$ cat src/rtl/sat_pkg.sv
`timescale 1ns / 1ps

package sat_pkg;

  // Command codes carried in the cmd field of an input word.
  localparam logic [1:0] CMD_LOAD   = 2'd0;
  localparam logic [1:0] CMD_OFFSET = 2'd1;
  localparam logic [1:0] CMD_ADDR   = 2'd2;

  // Result status codes.
  localparam logic [1:0] STAT_LOADED = 2'd0;
  localparam logic [1:0] STAT_OK     = 2'd1;
  localparam logic [1:0] STAT_MISS   = 2'd2;
  localparam logic [1:0] STAT_TAIL   = 2'd3;

  // Configuration register indexes.
  localparam int unsigned CFG_IDX_W = 8;
  localparam logic [CFG_IDX_W-1:0] REG_IMAGE_BASE    = 8'd0;
  localparam logic [CFG_IDX_W-1:0] REG_SECTION_COUNT = 8'd1;

  // Input word layout, lowest field first.
  localparam int unsigned IN_CMD_LSB  = 0;
  localparam int unsigned IN_IDX_LSB  = 2;
  localparam int unsigned IN_VS_LSB   = 6;
  localparam int unsigned IN_VA_LSB   = 38;
  localparam int unsigned IN_RS_LSB   = 70;
  localparam int unsigned IN_RP_LSB   = 102;
  localparam int unsigned IN_OFF_LSB  = 134;
  localparam int unsigned IN_ADDR_LSB = 167;
  localparam int unsigned IN_W        = 232;

  // Output word layout: status, then value, padded to whole bytes.
  localparam int unsigned OUT_W = 72;

  typedef struct packed {
    logic [31:0] fptr;
    logic [31:0] fsize;
    logic [31:0] vaddr;
    logic [31:0] vsize;
  } sat_entry_t;

  localparam int unsigned ENTRY_W = $bits(sat_entry_t);

endpackage

$ cat src/rtl/section_address_translation_top.sv
`timescale 1ns / 1ps
// A load word goes from acceptance straight to result forming; a query first scans the
// entries in use, unless an address lies below the image base, then forms its result.
// Throughput: one word at a time; the next word is accepted once the previous result sits in
// the output register.
// The scan rate is set by the single read port of the section table, one entry per cycle.
// Reset clears the control state and both configuration registers; the table is not cleared.

module section_address_translation_top #(
  parameter int unsigned MAX_SECTIONS = 16
) (
  input  logic                           clk_i,
  input  logic                           rst_ni,
  // Input words.
  input  logic                           s_axis_tvalid_i,
  output logic                           s_axis_tready_o,
  // tdata from bit 0 up: cmd, entry_index, virtual size, virtual address, raw size,
  // raw pointer, file offset, address, one zero pad bit.
  input  logic [sat_pkg::IN_W-1:0]       s_axis_tdata_i,
  // Result words.
  output logic                           m_axis_tvalid_o,
  input  logic                           m_axis_tready_i,
  // tdata from bit 0 up: status, value, six zero pad bits.
  output logic [sat_pkg::OUT_W-1:0]      m_axis_tdata_o,
  // Configuration writes.
  input  logic                           cfg_valid_i,
  output logic                           cfg_ready_o,
  input  logic [sat_pkg::CFG_IDX_W-1:0]  cfg_index_i,
  input  logic [63:0]                    cfg_data_i
);

  import sat_pkg::*;

  localparam int unsigned AW = (MAX_SECTIONS > 1) ? $clog2(MAX_SECTIONS) : 1;

  // Controller states.
  localparam logic [1:0] S_IDLE = 2'd0;
  localparam logic [1:0] S_SCAN = 2'd1;
  localparam logic [1:0] S_FORM = 2'd2;

  // Fields of the incoming word.
  logic [1:0]  in_cmd;
  logic [3:0]  in_entry_index;
  logic [32:0] in_foff;
  logic [63:0] in_address;
  sat_entry_t  in_entry;

  assign in_cmd         = s_axis_tdata_i[IN_CMD_LSB +: 2];
  assign in_entry_index = s_axis_tdata_i[IN_IDX_LSB +: 4];
  assign in_entry.vsize = s_axis_tdata_i[IN_VS_LSB +: 32];
  assign in_entry.vaddr = s_axis_tdata_i[IN_VA_LSB +: 32];
  assign in_entry.fsize = s_axis_tdata_i[IN_RS_LSB +: 32];
  assign in_entry.fptr  = s_axis_tdata_i[IN_RP_LSB +: 32];
  assign in_foff        = s_axis_tdata_i[IN_OFF_LSB +: 33];
  assign in_address     = s_axis_tdata_i[IN_ADDR_LSB +: 64];

  // Configuration registers. Writes are to arrive only while the block is idle; the block itself does not enforce this.
  logic [63:0] image_base_q;
  logic [4:0]  section_count_q;

  assign cfg_ready_o = 1'b1;

  always_ff @(posedge clk_i or negedge rst_ni) begin
    if (!rst_ni) begin
      image_base_q    <= '0;
      section_count_q <= '0;
    end else if (cfg_valid_i) begin
      if (cfg_index_i == REG_IMAGE_BASE) begin
        image_base_q <= cfg_data_i;
      end else if (cfg_index_i == REG_SECTION_COUNT) begin
        section_count_q <= cfg_data_i[4:0];
      end
    end
  end

  // A count beyond the table depth is clamped to the depth.
  logic [4:0] n_used;
  assign n_used = (32'(section_count_q) > MAX_SECTIONS) ? 5'(MAX_SECTIONS) : section_count_q;

  // Controller and datapath registers.
  logic [1:0]  state_q, state_d;
  logic [4:0]  rd_idx_q, rd_idx_d;    // next table entry to read
  logic        chk_vld_q, chk_vld_d;  // read data of the previous cycle is to be checked
  logic        hit_q, hit_d;
  logic        m_tvalid_q, m_tvalid_d;
  logic [1:0]  op_q;
  logic [63:0] key_q;                 // file offset or address relative to the image base
  logic [31:0] delta_q;
  sat_entry_t  ent_q;
  logic [OUT_W-1:0] m_tdata_q;

  logic in_acc;
  assign s_axis_tready_o = (state_q == S_IDLE);
  assign in_acc          = s_axis_tvalid_i && s_axis_tready_o;

  // Relative address and the below-base check, taken when the word is accepted.
  logic [64:0] rel_diff;
  logic        below_base;
  assign rel_diff   = {1'b0, in_address} - {1'b0, image_base_q};
  assign below_base = rel_diff[64];

  // Section table. A load writes its entry in the accept cycle; since one word is handled
  // at a time, no read of the same entry can be in flight then.
  logic             ram_we;
  logic [AW-1:0]    ram_waddr;
  logic             ram_re;
  logic [AW-1:0]    ram_raddr;
  logic [ENTRY_W-1:0] ram_rdata;
  logic [AW+3:0]    widx_ext;
  logic [AW+4:0]    ridx_ext;

  assign widx_ext  = {{AW{1'b0}}, in_entry_index};
  assign ridx_ext  = {{AW{1'b0}}, rd_idx_q};
  assign ram_waddr = widx_ext[AW-1:0];
  assign ram_raddr = ridx_ext[AW-1:0];
  assign ram_we    = in_acc && (in_cmd == CMD_LOAD) && (32'(in_entry_index) < MAX_SECTIONS);

  sat_ram #(
    .WIDTH (ENTRY_W),
    .DEPTH (MAX_SECTIONS)
  ) u_table (
    .clk_i   (clk_i),
    .we_i    (ram_we),
    .waddr_i (ram_waddr),
    .wdata_i (in_entry),
    .re_i    (ram_re),
    .raddr_i (ram_raddr),
    .rdata_o (ram_rdata)
  );

  // Range check of the entry read in the previous cycle. An offset query matches the raw
  // range in the file, an address query the virtual range; an empty range never matches,
  // which for an offset query also skips sections with no raw data.
  sat_entry_t  rd_ent;
  logic [31:0] rng_lo;
  logic [31:0] rng_len;
  logic [32:0] rng_hi;
  logic        hit_now;
  logic [31:0] delta_now;

  assign rd_ent = sat_entry_t'(ram_rdata);

  always_comb begin
    if (op_q == CMD_OFFSET) begin
      rng_lo  = rd_ent.fptr;
      rng_len = rd_ent.fsize;
    end else begin
      rng_lo  = rd_ent.vaddr;
      rng_len = rd_ent.vsize;
    end
  end

  assign rng_hi    = {1'b0, rng_lo} + {1'b0, rng_len};
  assign hit_now   = (state_q == S_SCAN) && chk_vld_q &&
                     (key_q >= 64'(rng_lo)) && (key_q < 64'(rng_hi));
  assign delta_now = key_q[31:0] - rng_lo;
  assign ram_re    = (state_q == S_SCAN) && (rd_idx_q < n_used) && !hit_now;

  // Result of the finished word.
  logic [1:0]  res_status;
  logic [63:0] res_value;
  logic        out_free;

  always_comb begin
    res_status = STAT_MISS;
    res_value  = '0;
    case (op_q)
      CMD_LOAD: begin
        res_status = STAT_LOADED;
      end
      CMD_OFFSET: begin
        if (hit_q) begin
          res_status = STAT_OK;
          res_value  = image_base_q + 64'(ent_q.vaddr) + 64'(delta_q);
        end
      end
      CMD_ADDR: begin
        if (hit_q) begin
          if (delta_q >= ent_q.fsize) begin
            res_status = STAT_TAIL;
          end else begin
            res_status = STAT_OK;
            res_value  = 64'(ent_q.fptr) + 64'(delta_q);
          end
        end
      end
      default: begin
        res_status = STAT_MISS;
      end
    endcase
  end

  assign out_free = !m_tvalid_q || m_axis_tready_i;

  // Control next state.
  always_comb begin
    state_d    = state_q;
    rd_idx_d   = rd_idx_q;
    chk_vld_d  = chk_vld_q;
    hit_d      = hit_q;
    m_tvalid_d = m_tvalid_q;

    if (m_axis_tready_i) begin
      m_tvalid_d = 1'b0;
    end

    case (state_q)
      S_IDLE: begin
        if (in_acc) begin
          rd_idx_d  = '0;
          chk_vld_d = 1'b0;
          hit_d     = 1'b0;
          case (in_cmd)
            CMD_OFFSET: state_d = S_SCAN;
            CMD_ADDR:   state_d = below_base ? S_FORM : S_SCAN;
            default:    state_d = S_FORM;
          endcase
        end
      end
      S_SCAN: begin
        rd_idx_d  = rd_idx_q + 5'(ram_re);
        chk_vld_d = ram_re;
        if (hit_now) begin
          hit_d   = 1'b1;
          state_d = S_FORM;
        end else if (!chk_vld_q && !(rd_idx_q < n_used)) begin
          state_d = S_FORM;
        end
      end
      S_FORM: begin
        if (out_free) begin
          m_tvalid_d = 1'b1;
          state_d    = S_IDLE;
        end
      end
      default: begin
        state_d = S_IDLE;
      end
    endcase
  end

  always_ff @(posedge clk_i or negedge rst_ni) begin
    if (!rst_ni) begin
      state_q    <= S_IDLE;
      rd_idx_q   <= '0;
      chk_vld_q  <= 1'b0;
      hit_q      <= 1'b0;
      m_tvalid_q <= 1'b0;
    end else begin
      state_q    <= state_d;
      rd_idx_q   <= rd_idx_d;
      chk_vld_q  <= chk_vld_d;
      hit_q      <= hit_d;
      m_tvalid_q <= m_tvalid_d;
    end
  end

  // Payload registers.
  always_ff @(posedge clk_i) begin
    if (in_acc) begin
      op_q <= in_cmd;
      if (in_cmd == CMD_OFFSET) begin
        key_q <= 64'(in_foff);
      end else begin
        key_q <= rel_diff[63:0];
      end
    end
    if (hit_now) begin
      delta_q <= delta_now;
      ent_q   <= rd_ent;
    end
    if (state_q == S_FORM && out_free) begin
      m_tdata_q <= {6'b0, res_value, res_status};
    end
  end

  assign m_axis_tvalid_o = m_tvalid_q;
  assign m_axis_tdata_o  = m_tdata_q;

  // Checked data always comes from a read issued in the cycle before.
  a_chk_follows_read: assert property (@(posedge clk_i) disable iff (!rst_ni)
    (state_q == S_SCAN && chk_vld_q) |-> $past(ram_re))
    else $error("table data checked without a preceding read");

  // A load goes straight to result forming.
  a_load_to_form: assert property (@(posedge clk_i) disable iff (!rst_ni)
    (in_acc && in_cmd == CMD_LOAD) |=> (state_q == S_FORM))
    else $error("load word did not go to result forming");

  // A new result appears only after result forming.
  a_result_from_form: assert property (@(posedge clk_i) disable iff (!rst_ni)
    $rose(m_tvalid_q) |-> ($past(state_q) == S_FORM))
    else $error("result raised outside result forming");

  // The table is written only when a word is taken in the idle state.
  a_write_in_idle: assert property (@(posedge clk_i) disable iff (!rst_ni)
    ram_we |-> (state_q == S_IDLE && s_axis_tvalid_i))
    else $error("table written outside word acceptance");

endmodule

$ cat src/rtl/sat_ram.sv
`timescale 1ns / 1ps

module sat_ram #(
  parameter int unsigned WIDTH = 128,
  parameter int unsigned DEPTH = 16,
  localparam int unsigned AW = (DEPTH > 1) ? $clog2(DEPTH) : 1
) (
  input  logic             clk_i,
  input  logic             we_i,
  input  logic [AW-1:0]    waddr_i,
  input  logic [WIDTH-1:0] wdata_i,
  input  logic             re_i,
  input  logic [AW-1:0]    raddr_i,
  output logic [WIDTH-1:0] rdata_o
);

  logic [WIDTH-1:0] mem_q [DEPTH];
  logic [WIDTH-1:0] rdata_q;

  always_ff @(posedge clk_i) begin
    if (we_i) begin
      mem_q[waddr_i] <= wdata_i;
    end
    if (re_i) begin
      rdata_q <= mem_q[raddr_i];
    end
  end

  assign rdata_o = rdata_q;

endmodule
$ cat config.mk
export PLATFORM = sky130hd
export DESIGN_NAME = section_address_translation_top
export DESIGN_NICKNAME = d
export VERILOG_FILES = /design/src/rtl/sat_pkg.sv /design/src/rtl/section_address_translation_top.sv /design/src/rtl/sat_ram.sv
export SDC_FILE = /design/constraint.sdc
export NUM_CORES = 2
export LEC_CHECK = 0
export ABC_CLOCK_PERIOD_IN_PS = 27700
export BUFFER_PORTS_ARGS = -buffer_cell sky130_fd_sc_hd__buf_2
export CORE_UTILIZATION = 45
export DETAILED_ROUTE_END_ITERATION = 6
export PLACE_DENSITY = 0.66
export SLEW_MARGIN = 0
export SYNTH_ARGS = -nofsm -noshare
export SYNTH_HDL_FRONTEND = slang
export SYNTH_SLANG_ARGS = --single-unit
$ cat constraint.sdc
create_clock -name clk_i -period 27.7 [get_ports clk_i]
set_input_delay 8.31 -clock clk_i [delete_from_list [all_inputs] [get_ports clk_i]]
set_output_delay 8.31 -clock clk_i [all_outputs]
set_load 0.05 [all_outputs]
==> summary.md <==
| Metric | Value |
|---|---|
| I/O Pins | `384` |
| DR vias/cell | `5.96` |
| Final setup fails | `0` |
| Final wirelength | `281 mm` |
| Part of the cycle the worst path needs | `44.1%` |
| Total CTS buffers | `282` |
| Grt ovf | `0` |
| Detail Route Antenna Nets | `0` |
| Reg clk slew, reported paths | `0.06 ns` |
| Fraction of layout cells with a size suffix above 1 | `24.8%` |
| Slew Limit Fails | `0` |
| Top cell by count, worst path | `buf_4` |
| DP HPWL | `170 mm` |
| Register area share after synthesis | `70.5%` |
| Detailed Routing Iterations Pass 1 | `6` |
| Final core occ | `51.4%` |
| Yosys cell types | `93` |
| Tot Pwr | `8.57 mW` |
| CTS tree | `done` |
| Clock Sinks | `2515` |
| PwrDens | `70.8 nW/um^2` |
| EDFF count, synth | `2436` |
| Setup Fix Bufs, Post-CTS | `0` |
| Syn avg cell area | `18.7 sq um` |
| Antenna violations before repair | `75` |
| Worst clock skew | `0.0748 ns` |
| Nets@finish | `6800` |
| Worst path bufs/invs | `6` |
| CP Class | `in -> reg` |
| Rel. slew slack | `18.7%` |
| Port buffer count | `375` |
| Critical path's top delay family | `buffers and inverters` |
| Max Cap Viol | `0` |
| Largest net degree at the start of global routing | `132` |
| Slowest Stage Delay on Critical Path | `0.96 ns` |
| CP endpoint kind | `flop` |
| Yosys synthesis warning count | `0` |
| CP max FO | `69` |
| Root buffer cell | `clkbuf_16` |
| Cell area after synthesis | `107000 sq um` |
| Clk_lat worst skew | `0.94 ns` |
| Final hold viol count | `0` |
| Die Ht | `489 um` |
| # DRC | `0` |
| Top_reg_cell synth | `edfxtp_1` |
| Status | `complete, no violations` |
| Crit path launch type | `input pin` |
| Initial core utilization | `45.3%` |
| Synth Register Bits | `2515` |
| Routed vias | `57000` |
| # resized after CTS | `0` |
| Final setup TNS | `0 ns` |
| Core Rows | `178` |
| Overall Global Routing Usage | `23.4%` |
| Cell count after synthesis | `5686` |
| Worst path slowest cell | `buf_4` |
| RSZ-0062 raised after global routing | `no` |
| Worst-Margin Slew | `1.22 ns` |
| Placer congestion estimate | `0.937` |
| CTS max path bufs | `4` |
| Hold Crit Class | `reg -> reg` |
| Core area | `235000 sq um` |
| H-Tree Depth | `5` |
| Fmax | `81.8 MHz` |
| Most frequent cells in the layout | `2436 x edfxtp_1, 640 x mux4_2, 374 x buf_2` |
| Fin crit period | `12.22 ns` |
| Layout area overhead | `13.5%` |
| CTS Hold Bufs | `0` |
| Number of global-route vias before repair | `57000` |
| CP required | `28.19 ns` |
| First-pass GRT wire length | `401 mm` |
| Critical path, cell by cell | `buf_2 > nand2_1 > inv_2 > buf_4 > nand4_1 > nor2_4 > buf_4 > buf_4 > buf_4` |
| VDD IR-drop max | `55.6 uV` |
| Share of flip-flops with an asynchronous set or reset | `3.14%` |
| Crit path arrival time | `12.71 ns` |
| WL per Instance | `29.4 um` |
| Die width | `489 um` |
| Commonest non-fill, non-tap cell in the layout | `edfxtp_1` |
| Die Area | `239000 sq um` |
| DRT iter0 DRCs | `5748` |
| Leak pwr | `39.9 nW` |
[where the power goes]
group          switching [mW]  total (mW)  internal, mW
clock                    1.45        3.49          2.04
combinational           0.514       0.756         0.241
sequential             0.0536        4.33          4.27
total                    2.01        8.57          6.55
[final timing paths]
path / start / to / slack (ns) / depth (start not counted)
max reg2reg: op_q[1]$_DFFE_PP_ / rd_idx_q[4]$_DFFE_PN0P_ / 19.67 / 31
min: u_table.rdata_o[84]$_DFFE_PN_ / ent_q[84]$_DFFE_PP_ / 0.44 / 0
max: s_axis_tvalid_i / u_table.mem_q[15][121]$_DFFE_PP_ / 15.48 / 9
max in group asynchronous: rst_ni / rd_idx_q[0]$_DFFE_PN0P_ / 19.11 / 2
min reg2reg: u_table.rdata_o[84]$_DFFE_PN_ / ent_q[84]$_DFFE_PP_ / 0.44 / 0
min in group asynchronous: rst_ni / image_base_q[46]$_DFFE_PN0P_ / 7.40 / 1
[cell families (layout without fill, tap and decap cells)]
kind of cell | after synthesis | count (layout) | synth area share (%)
AO/OA/AOI/OAI | 820 | 820 | 5.02
XOR/XNOR | 190 | 190 | 1.56
adder cells (fa/ha/maj) | 301 | 301 | 3.77
buffers and inverters | 419 | 1117 | 1.52
flip-flops | 2515 | 2515 | 70.5
multiplexers | 718 | 718 | 14.4
other | 2 | 31 | 0.00705
AND/OR/NAND/NOR | 721 | 721 | 3.25
[per-stage QoR]
step	hold WS, ns	instance area [sq um]	cells	setup slack, ns
after floorplan	0.420	107000	5691	7.93
after global placement	0.433	112000	9062	14.55
after detailed placement	0.432	112000	9062	14.53
after CTS	0.442	121000	9539	15.49
after global routing	0.459	121000	9543	15.30
final	0.442	121000	9563	15.48
[state kept, by name (all words and copies together), names as in the netlist]
name,cells
u_table.mem_q,2048
u_table.rdata_o,128
ent_q,96
m_axis_tdata_o,66
image_base_q,64
key_q,64
delta_q,32
rd_idx_q,5
section_count_q,5
op_q,2
state_q,2
chk_vld_q,1
hit_q,1
m_axis_tvalid_o,1
[layout make-up]
class / instances / area, sq um
antenna: 24 / 60.1
fill: 18700 / 114000
tap: 3150 / 3940
clock buffer: 341 / 7390
timing repair buffer: 454 / 2620
clock inverter: 136 / 1100
inverter: 186 / 698
multi-input combinational: 2757 / 30000
sequential: 2515 / 75100
[synthesized netlist by cell type (8+ instances only)]
| library cell | count | area (sq um) |
|---|---|---|
| a211oi_1 | 27 | 203 |
| or3_1 | 19 | 119 |
| o21bai_1 | 40 | 300 |
| a31o_2 | 11 | 96.3 |
| ha_1 | 260 | 3250 |
| nor4_1 | 13 | 81.3 |
| and2_1 | 14 | 87.6 |
| edfxtp_1 | 2436 | 73200 |
| and3_1 | 15 | 93.8 |
| nor3b_1 | 8 | 60.1 |
| mux2_2 | 49 | 552 |
| a21oi_1 | 204 | 1020 |
| nand4_1 | 52 | 325 |
| dfrtp_1 | 79 | 1980 |
| buf_1 | 56 | 210 |
| a31oi_1 | 22 | 138 |
| clkbuf_1 | 165 | 619 |
| o211ai_1 | 17 | 128 |
| inv_1 | 186 | 698 |
| or2_2 | 8 | 50.1 |
| a211o_1 | 10 | 87.6 |
| a21o_1 | 118 | 886 |
| nor3_1 | 42 | 210 |
| o21ai_0 | 210 | 1050 |
| xnor2_1 | 123 | 1080 |
| nor2_1 | 180 | 676 |
| nor2b_1 | 22 | 138 |
| o21a_1 | 24 | 180 |
| buf_4 | 8 | 60.1 |
| a22oi_1 | 20 | 150 |
| o31ai_1 | 15 | 113 |
| a21boi_0 | 8 | 60.1 |
| mux4_2 | 640 | 14400 |
| o22ai_1 | 12 | 75.1 |
| xor2_1 | 67 | 587 |
| mux2i_1 | 25 | 250 |
| fa_1 | 35 | 701 |
| a221oi_1 | 8 | 70.1 |
| nand2b_1 | 40 | 250 |
| nand2_1 | 233 | 875 |
| nand3_1 | 45 | 225 |
[layer usage]
layer,vias up,part of all wire (%),global-route usage [%]
li1,24100,-,-
met1,29900,42,33.0
met2,2440,46,36.3
met3,444,9.0,5.60
met4,74,2.8,6.99
met5,-,0.17,0
No activity file was read; power rests on OpenSTA's default activity.
